File: src/hw/rtl/primitive_redex_unit_macros.svh
`ifndef PRIMITIVE_REDEX_UNIT_MACROS_SVH
`define PRIMITIVE_REDEX_UNIT_MACROS_SVH

// same-cycle implication, sampled on clk, off during reset
`define PRU_ASSERT_NOW(label, ante, cons) \
	label: assert property (@(posedge clk) disable iff (!arst_n) (ante) |-> (cons)) \
		else $error("same-cycle check failed");

// next-cycle implication, sampled on clk, off during reset
`define PRU_ASSERT_NEXT(label, ante, cons) \
	label: assert property (@(posedge clk) disable iff (!arst_n) (ante) |=> (cons)) \
		else $error("next-cycle check failed");

`endif

File: src/hw/rtl/pru_pkg.sv
package pru_pkg;

	localparam logic [3:0] OP_ADD     = 4'd0;
	localparam logic [3:0] OP_SUB     = 4'd1;
	localparam logic [3:0] OP_EQ      = 4'd2;
	localparam logic [3:0] OP_NEQ     = 4'd3;
	localparam logic [3:0] OP_LEQ     = 4'd4;
	localparam logic [3:0] OP_EMIT    = 4'd5;
	localparam logic [3:0] OP_EMITINT = 4'd6;
	localparam logic [3:0] OP_SEQ     = 4'd7;
	localparam logic [3:0] OP_AND     = 4'd8;
	localparam logic [3:0] OP_ST32    = 4'd9;
	localparam logic [3:0] OP_LD32    = 4'd10;

	localparam logic [2:0] TAG_NUM = 3'd0;
	localparam logic [2:0] TAG_CON = 3'd4;

	localparam logic [1:0] ACT_SEQ    = 2'd0;
	localparam logic [1:0] ACT_REDUCE = 2'd1;
	localparam logic [1:0] ACT_SWAP   = 2'd2;

	localparam int LOAD_MISS_VALUE = 666;

	typedef struct packed {
		logic overflow;
		logic emit_valid;
		logic emit_as_int;
		logic store_valid;
		logic load_taken;
		logic halt;
	} flags_t;

endpackage

File: src/hw/rtl/pru_req_if.sv
interface pru_req_if #(
	parameter int ATOM_WIDTH = 22
);
	logic                         valid;
	logic                         ready;
	logic signed [ATOM_WIDTH-1:0] top_value;
	logic [3:0]                   op_code;
	logic [2:0]                   op_arity;
	logic                         op_swap;
	logic [2:0]                   third_tag;
	logic signed [ATOM_WIDTH-1:0] third_value;
	logic [2:0]                   fourth_tag;
	logic signed [ATOM_WIDTH-1:0] fourth_value;
	logic [7:0]                   load_byte;
	logic                         load_end;

	modport source (
		output valid, top_value, op_code, op_arity, op_swap, third_tag, third_value,
			fourth_tag, fourth_value, load_byte, load_end,
		input ready
	);

	modport sink (
		input valid, top_value, op_code, op_arity, op_swap, third_tag, third_value,
			fourth_tag, fourth_value, load_byte, load_end,
		output ready
	);
endinterface

File: src/hw/rtl/pru_rsp_if.sv
interface pru_rsp_if #(
	parameter int ATOM_WIDTH = 22
);
	logic                         valid;
	logic                         ready;
	logic [1:0]                   action;
	logic [2:0]                   result_tag;
	logic signed [ATOM_WIDTH-1:0] result_value;
	logic [2:0]                   pop_count;
	logic                         overflow;
	logic                         emit_valid;
	logic                         emit_as_int;
	logic signed [ATOM_WIDTH-1:0] emit_value;
	logic                         store_valid;
	logic signed [ATOM_WIDTH-1:0] store_value;
	logic                         load_taken;
	logic                         halt;

	modport source (
		output valid, action, result_tag, result_value, pop_count, overflow, emit_valid,
			emit_as_int, emit_value, store_valid, store_value, load_taken, halt,
		input ready
	);

	modport sink (
		input valid, action, result_tag, result_value, pop_count, overflow, emit_valid,
			emit_as_int, emit_value, store_valid, store_value, load_taken, halt,
		output ready
	);
endinterface

File: src/hw/rtl/primitive_redex_unit.sv
// Primitive step unit of a graph-reduction core.
// req (sink): one request per primitive step, carrying the numeric stack
//   top, the primitive atom fields, the third and fourth stack atoms and
//   the next serial-in byte with its end flag.
// rsp (source): one result per request, in order: action taken (seq,
//   reduce, swap), atom for the third stack slot, entries to pop, add/sub
//   overflow, emit, store and load side effects, and halt on end of input.
// Timing: a request taken at the handshake lands in the input register,
//   passes one level of ALU logic and moves into the result register
//   when that register is empty or being drained; rsp.valid then rises.
//   Throughput is one request per cycle while rsp.ready stays high; the
//   two registers form a two-deep pipeline.
// Stall: while rsp.ready is low the result holds; the input register can
//   still take one more request, after which req.ready drops until the
//   result is taken.
// Reset: arst_n low empties both registers; rsp.valid drops at once and
//   req.ready is high after release. The unit keeps no other state.
`include "primitive_redex_unit_macros.svh"

module primitive_redex_unit #(
	parameter int ATOM_WIDTH = 22
) (
	input  logic clk,
	input  logic arst_n,
	pru_req_if.sink   req,
	pru_rsp_if.source rsp
);
	import pru_pkg::*;

	logic                         valid_s1;
	logic signed [ATOM_WIDTH-1:0] top_value_s1;
	logic [3:0]                   op_code_s1;
	logic [2:0]                   op_arity_s1;
	logic                         op_swap_s1;
	logic [2:0]                   third_tag_s1;
	logic signed [ATOM_WIDTH-1:0] third_value_s1;
	logic [2:0]                   fourth_tag_s1;
	logic signed [ATOM_WIDTH-1:0] fourth_value_s1;
	logic [7:0]                   load_byte_s1;
	logic                         load_end_s1;

	logic [1:0]                   alu_action;
	logic [2:0]                   alu_tag;
	logic signed [ATOM_WIDTH-1:0] alu_value;
	logic [2:0]                   alu_pop;
	flags_t                       alu_flags;
	logic signed [ATOM_WIDTH-1:0] alu_emit_value;
	logic signed [ATOM_WIDTH-1:0] alu_store_value;

	logic                         valid_s2;
	logic [1:0]                   action_s2;
	logic [2:0]                   tag_s2;
	logic signed [ATOM_WIDTH-1:0] value_s2;
	logic [2:0]                   pop_s2;
	flags_t                       flags_s2;
	logic signed [ATOM_WIDTH-1:0] emit_value_s2;
	logic signed [ATOM_WIDTH-1:0] store_value_s2;

	logic adv_s2;
	logic adv_s1;
	logic take;

	assign adv_s2    = !valid_s2 || rsp.ready;
	assign adv_s1    = !valid_s1 || adv_s2;
	assign req.ready = adv_s1;
	assign take      = req.valid && adv_s1;

	always_ff @(posedge clk or negedge arst_n) begin
		if (!arst_n) begin
			valid_s1 <= 1'b0;
		end else if (adv_s1) begin
			valid_s1 <= req.valid;
		end
	end

	always_ff @(posedge clk) begin
		if (take) begin
			top_value_s1    <= req.top_value;
			op_code_s1      <= req.op_code;
			op_arity_s1     <= req.op_arity;
			op_swap_s1      <= req.op_swap;
			third_tag_s1    <= req.third_tag;
			third_value_s1  <= req.third_value;
			fourth_tag_s1   <= req.fourth_tag;
			fourth_value_s1 <= req.fourth_value;
			load_byte_s1    <= req.load_byte;
			load_end_s1     <= req.load_end;
		end
	end

	pru_alu #(
		.ATOM_WIDTH(ATOM_WIDTH)
	) u_alu (
		.top_value   (top_value_s1),
		.op_code     (op_code_s1),
		.op_arity    (op_arity_s1),
		.op_swap     (op_swap_s1),
		.third_tag   (third_tag_s1),
		.third_value (third_value_s1),
		.fourth_tag  (fourth_tag_s1),
		.fourth_value(fourth_value_s1),
		.load_byte   (load_byte_s1),
		.load_end    (load_end_s1),
		.action      (alu_action),
		.result_tag  (alu_tag),
		.result_value(alu_value),
		.pop_count   (alu_pop),
		.flags       (alu_flags),
		.emit_value  (alu_emit_value),
		.store_value (alu_store_value)
	);

	always_ff @(posedge clk or negedge arst_n) begin
		if (!arst_n) begin
			valid_s2 <= 1'b0;
		end else if (adv_s2) begin
			valid_s2 <= valid_s1;
		end
	end

	always_ff @(posedge clk) begin
		if (adv_s2 && valid_s1) begin
			action_s2      <= alu_action;
			tag_s2         <= alu_tag;
			value_s2       <= alu_value;
			pop_s2         <= alu_pop;
			flags_s2       <= alu_flags;
			emit_value_s2  <= alu_emit_value;
			store_value_s2 <= alu_store_value;
		end
	end

	assign rsp.valid        = valid_s2;
	assign rsp.action       = action_s2;
	assign rsp.result_tag   = tag_s2;
	assign rsp.result_value = value_s2;
	assign rsp.pop_count    = pop_s2;
	assign rsp.overflow     = flags_s2.overflow;
	assign rsp.emit_valid   = flags_s2.emit_valid;
	assign rsp.emit_as_int  = flags_s2.emit_as_int;
	assign rsp.emit_value   = emit_value_s2;
	assign rsp.store_valid  = flags_s2.store_valid;
	assign rsp.store_value  = store_value_s2;
	assign rsp.load_taken   = flags_s2.load_taken;
	assign rsp.halt         = flags_s2.halt;

	`PRU_ASSERT_NEXT(a_take_fills_s1, take, valid_s1)
	`PRU_ASSERT_NEXT(a_s1_moves_on, valid_s1 && adv_s2, valid_s2)
	`PRU_ASSERT_NOW(a_swap_no_effects, valid_s2 && (action_s2 == ACT_SWAP),
		(pop_s2 == 3'd0) && (flags_s2 == '0))
	`PRU_ASSERT_NOW(a_halt_no_load, valid_s2 && flags_s2.halt,
		!flags_s2.load_taken && (value_s2 == '0) && (action_s2 == ACT_REDUCE))

endmodule

File: src/hw/rtl/pru_alu.sv
module pru_alu #(
	parameter int ATOM_WIDTH = 22
) (
	input  logic signed [ATOM_WIDTH-1:0] top_value,
	input  logic [3:0]                   op_code,
	input  logic [2:0]                   op_arity,
	input  logic                         op_swap,
	input  logic [2:0]                   third_tag,
	input  logic signed [ATOM_WIDTH-1:0] third_value,
	input  logic [2:0]                   fourth_tag,
	input  logic signed [ATOM_WIDTH-1:0] fourth_value,
	input  logic [7:0]                   load_byte,
	input  logic                         load_end,
	output logic [1:0]                   action,
	output logic [2:0]                   result_tag,
	output logic signed [ATOM_WIDTH-1:0] result_value,
	output logic [2:0]                   pop_count,
	output pru_pkg::flags_t              flags,
	output logic signed [ATOM_WIDTH-1:0] emit_value,
	output logic signed [ATOM_WIDTH-1:0] store_value
);
	import pru_pkg::*;

	logic signed [ATOM_WIDTH-1:0] x;
	logic signed [ATOM_WIDTH-1:0] y;
	logic [2:0]                   y_tag;
	logic [ATOM_WIDTH:0]          sum;
	logic [ATOM_WIDTH:0]          diff;
	logic                         is_emit;
	logic                         x_zero;

	assign x       = op_swap ? third_value : top_value;
	assign y       = op_swap ? top_value : third_value;
	assign y_tag   = op_swap ? TAG_NUM : third_tag;
	assign sum     = {x[ATOM_WIDTH-1], x} + {y[ATOM_WIDTH-1], y};
	assign diff    = {x[ATOM_WIDTH-1], x} - {y[ATOM_WIDTH-1], y};
	assign is_emit = (op_code == OP_EMIT) || (op_code == OP_EMITINT);
	assign x_zero  = (x == '0);

	always_comb begin
		action       = ACT_SWAP;
		result_tag   = TAG_NUM;
		result_value = top_value;
		pop_count    = 3'd0;
		flags        = '0;
		emit_value   = '0;
		store_value  = '0;
		if (op_code == OP_SEQ) begin
			action    = ACT_SEQ;
			pop_count = 3'd1;
		end else if ((third_tag == TAG_NUM) || is_emit) begin
			action       = ACT_REDUCE;
			pop_count    = op_arity;
			result_value = '0;
			case (op_code)
				OP_ADD: begin
					result_value   = sum[ATOM_WIDTH-1:0];
					flags.overflow = sum[ATOM_WIDTH] != sum[ATOM_WIDTH-1];
				end
				OP_SUB: begin
					result_value   = diff[ATOM_WIDTH-1:0];
					flags.overflow = diff[ATOM_WIDTH] != diff[ATOM_WIDTH-1];
				end
				OP_EQ: begin
					result_tag   = TAG_CON;
					result_value = {{(ATOM_WIDTH-1){1'b0}}, x == y};
				end
				OP_NEQ: begin
					result_tag   = TAG_CON;
					result_value = {{(ATOM_WIDTH-1){1'b0}}, x != y};
				end
				OP_LEQ: begin
					result_tag   = TAG_CON;
					result_value = {{(ATOM_WIDTH-1){1'b0}}, x <= y};
				end
				OP_EMIT, OP_EMITINT: begin
					flags.emit_valid  = 1'b1;
					flags.emit_as_int = op_code == OP_EMITINT;
					emit_value        = x;
					result_tag        = y_tag;
					result_value      = y;
				end
				OP_AND: begin
					result_value = x & y;
				end
				OP_ST32: begin
					flags.store_valid = x_zero;
					store_value       = x_zero ? y : '0;
					result_tag        = fourth_tag;
					result_value      = fourth_value;
				end
				OP_LD32: begin
					if (!x_zero) begin
						result_value = ATOM_WIDTH'(LOAD_MISS_VALUE);
					end else if (load_end) begin
						flags.halt = 1'b1;
					end else begin
						flags.load_taken = 1'b1;
						result_value     = {{(ATOM_WIDTH-8){1'b0}}, load_byte};
					end
				end
				default: begin
					result_value = '0;
				end
			endcase
		end
	end

endmodule
File: src/flat_wrapper.sv
// flat-port wrapper written by rule: the top's interface ports become plain ports
module primitive_redex_unit_flat import pru_pkg::*;
#(
	parameter int ATOM_WIDTH = 22
)
  (clk, arst_n, req_valid, req_top_value, req_op_code, req_op_arity, req_op_swap, req_third_tag, req_third_value, req_fourth_tag, req_fourth_value, req_load_byte, req_load_end, req_ready, rsp_valid, rsp_action, rsp_result_tag, rsp_result_value, rsp_pop_count, rsp_overflow, rsp_emit_valid, rsp_emit_as_int, rsp_emit_value, rsp_store_valid, rsp_store_value, rsp_load_taken, rsp_halt, rsp_ready);
  pru_req_if #(.ATOM_WIDTH(ATOM_WIDTH)) req_i ();
  pru_rsp_if #(.ATOM_WIDTH(ATOM_WIDTH)) rsp_i ();
  input  logic clk;
  input  logic arst_n;
  input wire logic [$bits(req_i.valid)-1:0] req_valid;
  input wire logic [$bits(req_i.top_value)-1:0] req_top_value;
  input wire logic [$bits(req_i.op_code)-1:0] req_op_code;
  input wire logic [$bits(req_i.op_arity)-1:0] req_op_arity;
  input wire logic [$bits(req_i.op_swap)-1:0] req_op_swap;
  input wire logic [$bits(req_i.third_tag)-1:0] req_third_tag;
  input wire logic [$bits(req_i.third_value)-1:0] req_third_value;
  input wire logic [$bits(req_i.fourth_tag)-1:0] req_fourth_tag;
  input wire logic [$bits(req_i.fourth_value)-1:0] req_fourth_value;
  input wire logic [$bits(req_i.load_byte)-1:0] req_load_byte;
  input wire logic [$bits(req_i.load_end)-1:0] req_load_end;
  output wire logic [$bits(req_i.ready)-1:0] req_ready;
  output wire logic [$bits(rsp_i.valid)-1:0] rsp_valid;
  output wire logic [$bits(rsp_i.action)-1:0] rsp_action;
  output wire logic [$bits(rsp_i.result_tag)-1:0] rsp_result_tag;
  output wire logic [$bits(rsp_i.result_value)-1:0] rsp_result_value;
  output wire logic [$bits(rsp_i.pop_count)-1:0] rsp_pop_count;
  output wire logic [$bits(rsp_i.overflow)-1:0] rsp_overflow;
  output wire logic [$bits(rsp_i.emit_valid)-1:0] rsp_emit_valid;
  output wire logic [$bits(rsp_i.emit_as_int)-1:0] rsp_emit_as_int;
  output wire logic [$bits(rsp_i.emit_value)-1:0] rsp_emit_value;
  output wire logic [$bits(rsp_i.store_valid)-1:0] rsp_store_valid;
  output wire logic [$bits(rsp_i.store_value)-1:0] rsp_store_value;
  output wire logic [$bits(rsp_i.load_taken)-1:0] rsp_load_taken;
  output wire logic [$bits(rsp_i.halt)-1:0] rsp_halt;
  input wire logic [$bits(rsp_i.ready)-1:0] rsp_ready;
  assign req_i.valid = req_valid;
  assign req_i.top_value = req_top_value;
  assign req_i.op_code = req_op_code;
  assign req_i.op_arity = req_op_arity;
  assign req_i.op_swap = req_op_swap;
  assign req_i.third_tag = req_third_tag;
  assign req_i.third_value = req_third_value;
  assign req_i.fourth_tag = req_fourth_tag;
  assign req_i.fourth_value = req_fourth_value;
  assign req_i.load_byte = req_load_byte;
  assign req_i.load_end = req_load_end;
  assign req_ready = req_i.ready;
  assign rsp_valid = rsp_i.valid;
  assign rsp_action = rsp_i.action;
  assign rsp_result_tag = rsp_i.result_tag;
  assign rsp_result_value = rsp_i.result_value;
  assign rsp_pop_count = rsp_i.pop_count;
  assign rsp_overflow = rsp_i.overflow;
  assign rsp_emit_valid = rsp_i.emit_valid;
  assign rsp_emit_as_int = rsp_i.emit_as_int;
  assign rsp_emit_value = rsp_i.emit_value;
  assign rsp_store_valid = rsp_i.store_valid;
  assign rsp_store_value = rsp_i.store_value;
  assign rsp_load_taken = rsp_i.load_taken;
  assign rsp_halt = rsp_i.halt;
  assign rsp_i.ready = rsp_ready;
  primitive_redex_unit #(.ATOM_WIDTH(ATOM_WIDTH)) u_core (.clk(clk), .arst_n(arst_n), .req(req_i), .rsp(rsp_i));
endmodule
File: config.mk
export PLATFORM = sky130hd
export DESIGN_NAME = primitive_redex_unit_flat
export DESIGN_NICKNAME = d
export VERILOG_FILES = /design/src/hw/rtl/pru_pkg.sv /design/src/hw/rtl/pru_req_if.sv /design/src/hw/rtl/pru_rsp_if.sv /design/src/hw/rtl/primitive_redex_unit.sv /design/src/hw/rtl/pru_alu.sv /design/src/flat_wrapper.sv
export VERILOG_INCLUDE_DIRS = /design/src /design/src/hw/rtl
export SDC_FILE = /design/constraint.sdc
export NUM_CORES = 1
export LEC_CHECK = 0
export BUFFER_PORTS_ARGS = -buffer_cell sky130_fd_sc_hd__buf_4
export CELL_PAD_IN_SITES_DETAIL_PLACEMENT = 0
export CELL_PAD_IN_SITES_GLOBAL_PLACEMENT = 1
export CORE_UTILIZATION = 48
export CTS_CLUSTER_DIAMETER = 40
export CTS_CLUSTER_SIZE = 12
export DETAILED_ROUTE_END_ITERATION = 16
export PLACE_DENSITY = 0.95
export SKIP_LAST_GASP = 1
export SYNTH_ARGS = -nofsm -noshare
export SYNTH_HDL_FRONTEND = slang
export SYNTH_SLANG_ARGS = --single-unit
File: constraint.sdc
create_clock -name clk -period 6.4 [get_ports clk]
set_clock_uncertainty 0.1 [all_clocks]
set_input_delay 0.32 -clock clk [delete_from_list [all_inputs] [get_ports clk]]
set_output_delay 0.32 -clock clk [all_outputs]
set_load 0.03 [all_outputs]
==> results.py <==
metrics = {
    "die": {
        "core_area_mm2": 0.01965,
        "design.portCount": 175,
        "rows": 51,
        "die_w_um": 144.2,
        "initial_core_util_pct": 49.37,
        "die_h_um": 144.2,
        "dieArea_mm2": 0.02079,
    },
    "drt": {
        "vias": 8256,
        "routedWlPerCell_um": 21.58,
        "wl_met3_mm": 2.624,
        "dr.pass1.iters": 5,
        "wl_met2_mm": 13.72,
        "drtIter0Drc": 890,
        "drt-vias-per-instance": 6.022,
        "finalWirelength_mm": 29.58,
        "highest_layer": "met4",
        "drt-met1-wl_mm": 12.51,
        "ant_nets": 0,
        "drc": 0,
    },
    "final_layout": {
        "multi_input_area_mm2": 0.004210,
        "layout-drive-gt1-share_pct": 24.62,
        "fillers": 1533,
        "syn2layout_area_growth_pct": 30.88,
        "design_area_mm2": 0.01270,
        "regArea_mm2": 0.005125,
        "num-nets-final": 1231,
    },
    "clock_tree": {
        "h-tree-depth": 4,
        "post_cts_resized": 0,
        "clk_pin_slew_worst_paths_ps": 70,
        "postCtsSetupBuffers": 0,
        "cts-hold-fix-buffers": 91,
        "cts_buffer_depth": 2,
        "clk_latency_ps": 440,
        "root_buffer": "clkbuf_16",
        "cts_tree": "built",
        "cts.sinks": 171,
        "cts_buffers": 17,
    },
    "timing": {
        "worstMarginPinSlew_ps": 1130,
        "finalSetupViolCount": 0,
        "setup_tns_ps": 0,
        "relSlewSlack_pct": 24.69,
        "worst_hold_slack_ps": 73.28,
        "finalHoldViolCount": 0,
        "maxSlewViolCount": 0,
        "rsz0062_at_grt": "false",
        "clock.fmax_mhz": 221.8,
        "fin_crit_sh_pct": 70.44,
        "fin_crit_ps": 4508,
    },
    "critical_path": {
        "critPathKind": "reg2reg",
        "reg2reg_slack_ps": 1890,
        "cp-endpoint": "u_core.rsp.overflow$_SDFFCE_PP0P_",
        "cp_max_fo": 53,
        "crit_path_start": "u_core.op_swap_s1$_DFFE_PP_",
        "r2r_cells": 13,
        "critPathRequiredTime_ps": 6480,
        "cp-end-kind": "register",
        "critPathLaunchType": "register",
        "r2r-end": "u_core.rsp.overflow$_SDFFCE_PP0P_",
        "r2r_start": "u_core.op_swap_s1$_DFFE_PP_",
        "critPathArrivalTime_ps": 4590,
    },
    "logic_synthesis": {
        "yosys_warnings": 0,
        "ys_seq_area_share_pct": 52.82,
        "synth-edff-count": 169,
        "ys.flop_type": "edfxtp_1",
        "syn_area_mm2": 0.009703,
        "synth_cell_types": 86,
        "ys_ff_latch": 171,
        "syn_avg_cell_area_um2": 11.57,
        "async_reset_ff_share_pct": 1.170,
        "synthCells": 839,
        "syn-num-nets": 977,
    },
    "outcome": {
        "status": "complete, no violations",
    },
    "pwr": {
        "max-vdd-ir-drop_mv": 0.1698,
        "p_leak_nw": 5.061,
        "p_per_area_mw_per_mm2": 253.3,
    },
    "placed_design": {
        "portBuffers": 174,
        "gp_congestion": 0.9344,
        "dp_hpwl_mm": 19.14,
        "postPlaceCellArea_mm2": 0.01123,
    },
    "global_routing": {
        "grt_pass1_wl_mm": 44.45,
        "track_usage_pct": 29.06,
        "grt_pass1_vias": 7978,
        "antenna_found_initial": 1,
        "gr-total-overflow": 0,
        "grt_max_degree": 81,
    },
    "worst_hold_path": {
        "hp-class": "in2reg",
    },
    "job": {
        "drv_cap": 0,
    },
}
## logic make-up (layout without fill, tap and decap cells)
logic type | count (synthesis) | count (layout) | share of synthesized area, %
adder cells (fa/ha/maj) | 46 | 46 | 6.061
flip-flops | 171 | 171 | 52.82
AND/OR/NAND/NOR | 247 | 247 | 13.23
other | 0 | 1 | 0
multiplexers | 45 | 45 | 4.900
buffers and inverters | 87 | 353 | 4.023
AO/OA/AOI/OAI | 237 | 237 | 18.43
XOR/XNOR | 6 | 6 | 0.5417
## layout by cell type (no fill, tap or decap), types with 5 or more instances in the layout
master	count
dlygate4sd3_1	91
nor2_1	76
nor3_1	16
o211ai_1	5
mux2_2	19
and2_1	22
a221o_1	9
a21o_1	9
nor4_1	6
a2111oi_0	5
edfxtp_1	169
a22o_1	9
nand2_1	42
a221oi_1	12
a211o_1	5
mux2i_1	25
a222oi_1	9
o221ai_1	9
nand2b_1	15
nor2b_1	9
or3_1	6
buf_4	185
inv_1	43
nand4_1	7
a31oi_1	9
a211oi_1	9
clkbuf_16	17
a22oi_1	12
a21oi_1	44
ha_1	43
nand3_1	15
o21ai_0	36
## Yosys cell counts (4+ instances only)
master / instances / area (um2)
a2111oi_0: 5 / 43.79
a211o_1: 5 / 43.79
a211oi_1: 9 / 67.56
a21o_1: 9 / 67.56
a21oi_1: 44 / 220.2
a221o_1: 9 / 90.09
a221oi_1: 12 / 105.1
a222oi_1: 9 / 90.09
a22o_1: 9 / 78.83
a22oi_1: 12 / 90.09
a31oi_1: 9 / 56.30
and2_1: 24 / 150.1
and3_1: 4 / 25.02
buf_2: 12 / 60.06
clkbuf_1: 22 / 82.58
edfxtp_1: 169 / 5075
ha_1: 43 / 538.0
inv_1: 43 / 161.4
mux2_2: 19 / 214.0
mux2i_1: 25 / 250.2
nand2_1: 42 / 157.7
nand2b_1: 15 / 93.84
nand3_1: 15 / 75.07
nand3b_1: 4 / 30.03
nand4_1: 7 / 43.79
nor2_1: 76 / 285.3
nor2b_1: 9 / 56.30
nor3_1: 17 / 85.08
nor4_1: 7 / 43.79
o211ai_1: 5 / 37.54
o21ai_0: 36 / 180.2
o21bai_1: 4 / 30.03
o221ai_1: 9 / 78.83
o22ai_1: 4 / 25.02
o311ai_0: 4 / 35.03
o31ai_1: 4 / 30.03
or3_1: 6 / 37.54
## worst min-delay path by stage
stage	from	to	slack [ps]	cells past startpoint
after floorplan	arst_n	u_core.rsp.valid$_DFFE_PN0P_	-80	0
after detailed placement	arst_n	u_core.valid_s1$_DFFE_PN0N_	4	1
after global routing	rsp_ready	u_core.rsp.valid$_DFFE_PN0P_	80	3
after CTS	rsp_ready	u_core.rsp.valid$_DFFE_PN0P_	70	3
final	rsp_ready	u_core.rsp.valid$_DFFE_PN0P_	70	3
after global placement	arst_n	u_core.valid_s1$_DFFE_PN0N_	3	1
## through the flow
stage	worst slack [ps]	util (%)	power, mW	instances
floorplan	2070	-	1.920	839
global placement	2001	57.13	2.159	1248
detailed placement	1994	57.13	2.163	1248
CTS	1983	64.60	3.199	1370
global route	1631	64.60	3.327	1370
finish	1892	64.62	3.217	1371
## flip-flops by register name, indices dropped and copies added (netlist names), 2 cells and up
name                     flops
u_core.rsp.store_value      22
u_core.top_value_s1         22
u_core.rsp.pop_count         3
u_core.third_tag_s1          3
u_core.third_value_s1       22
u_core.rsp.action            2
u_core.op_arity_s1           3
u_core.fourth_tag_s1         3
u_core.rsp.emit_value       22
u_core.fourth_value_s1      22
u_core.rsp.result_value     22
u_core.load_byte_s1          8
u_core.rsp.result_tag        3
u_core.op_code_s1            4
## critical path: stages (launching register included)
cell and delay [ps]:
edfxtp_1 340, buf_4 640, mux2i_1 400, inv_1 160, ha_1 270, fa_1 380, nand2b_1 140, a221oi_1 120
o41ai_1 490, a21o_1 320, a31oi_1 240, a221oi_1 360, xnor2_1 160, o211ai_1 110
## power by group
group          internal [mW]  total [mW]  switching [mW]
clock network          0.570        1.01           0.437
registers               1.33        1.38          0.0494
logic                  0.327       0.830           0.503
## layer usage
layer	GRT usage, %	up-vias
met5	0	-
met4	10.80	0
met3	6.358	65
met2	46.05	470
met1	39.09	3964
li1	-	3757
## layout make-up
cell class,instances,area share [%]
antenna,1,0.01970
clock buffer,19,3.409
clock inverter,12,0.9852
inverter,46,1.360
multi-input combinational,581,33.15
sequential,171,40.35
tap,265,2.611
timing repair buffer,276,18.11
(Power assumes the default switching activity.)
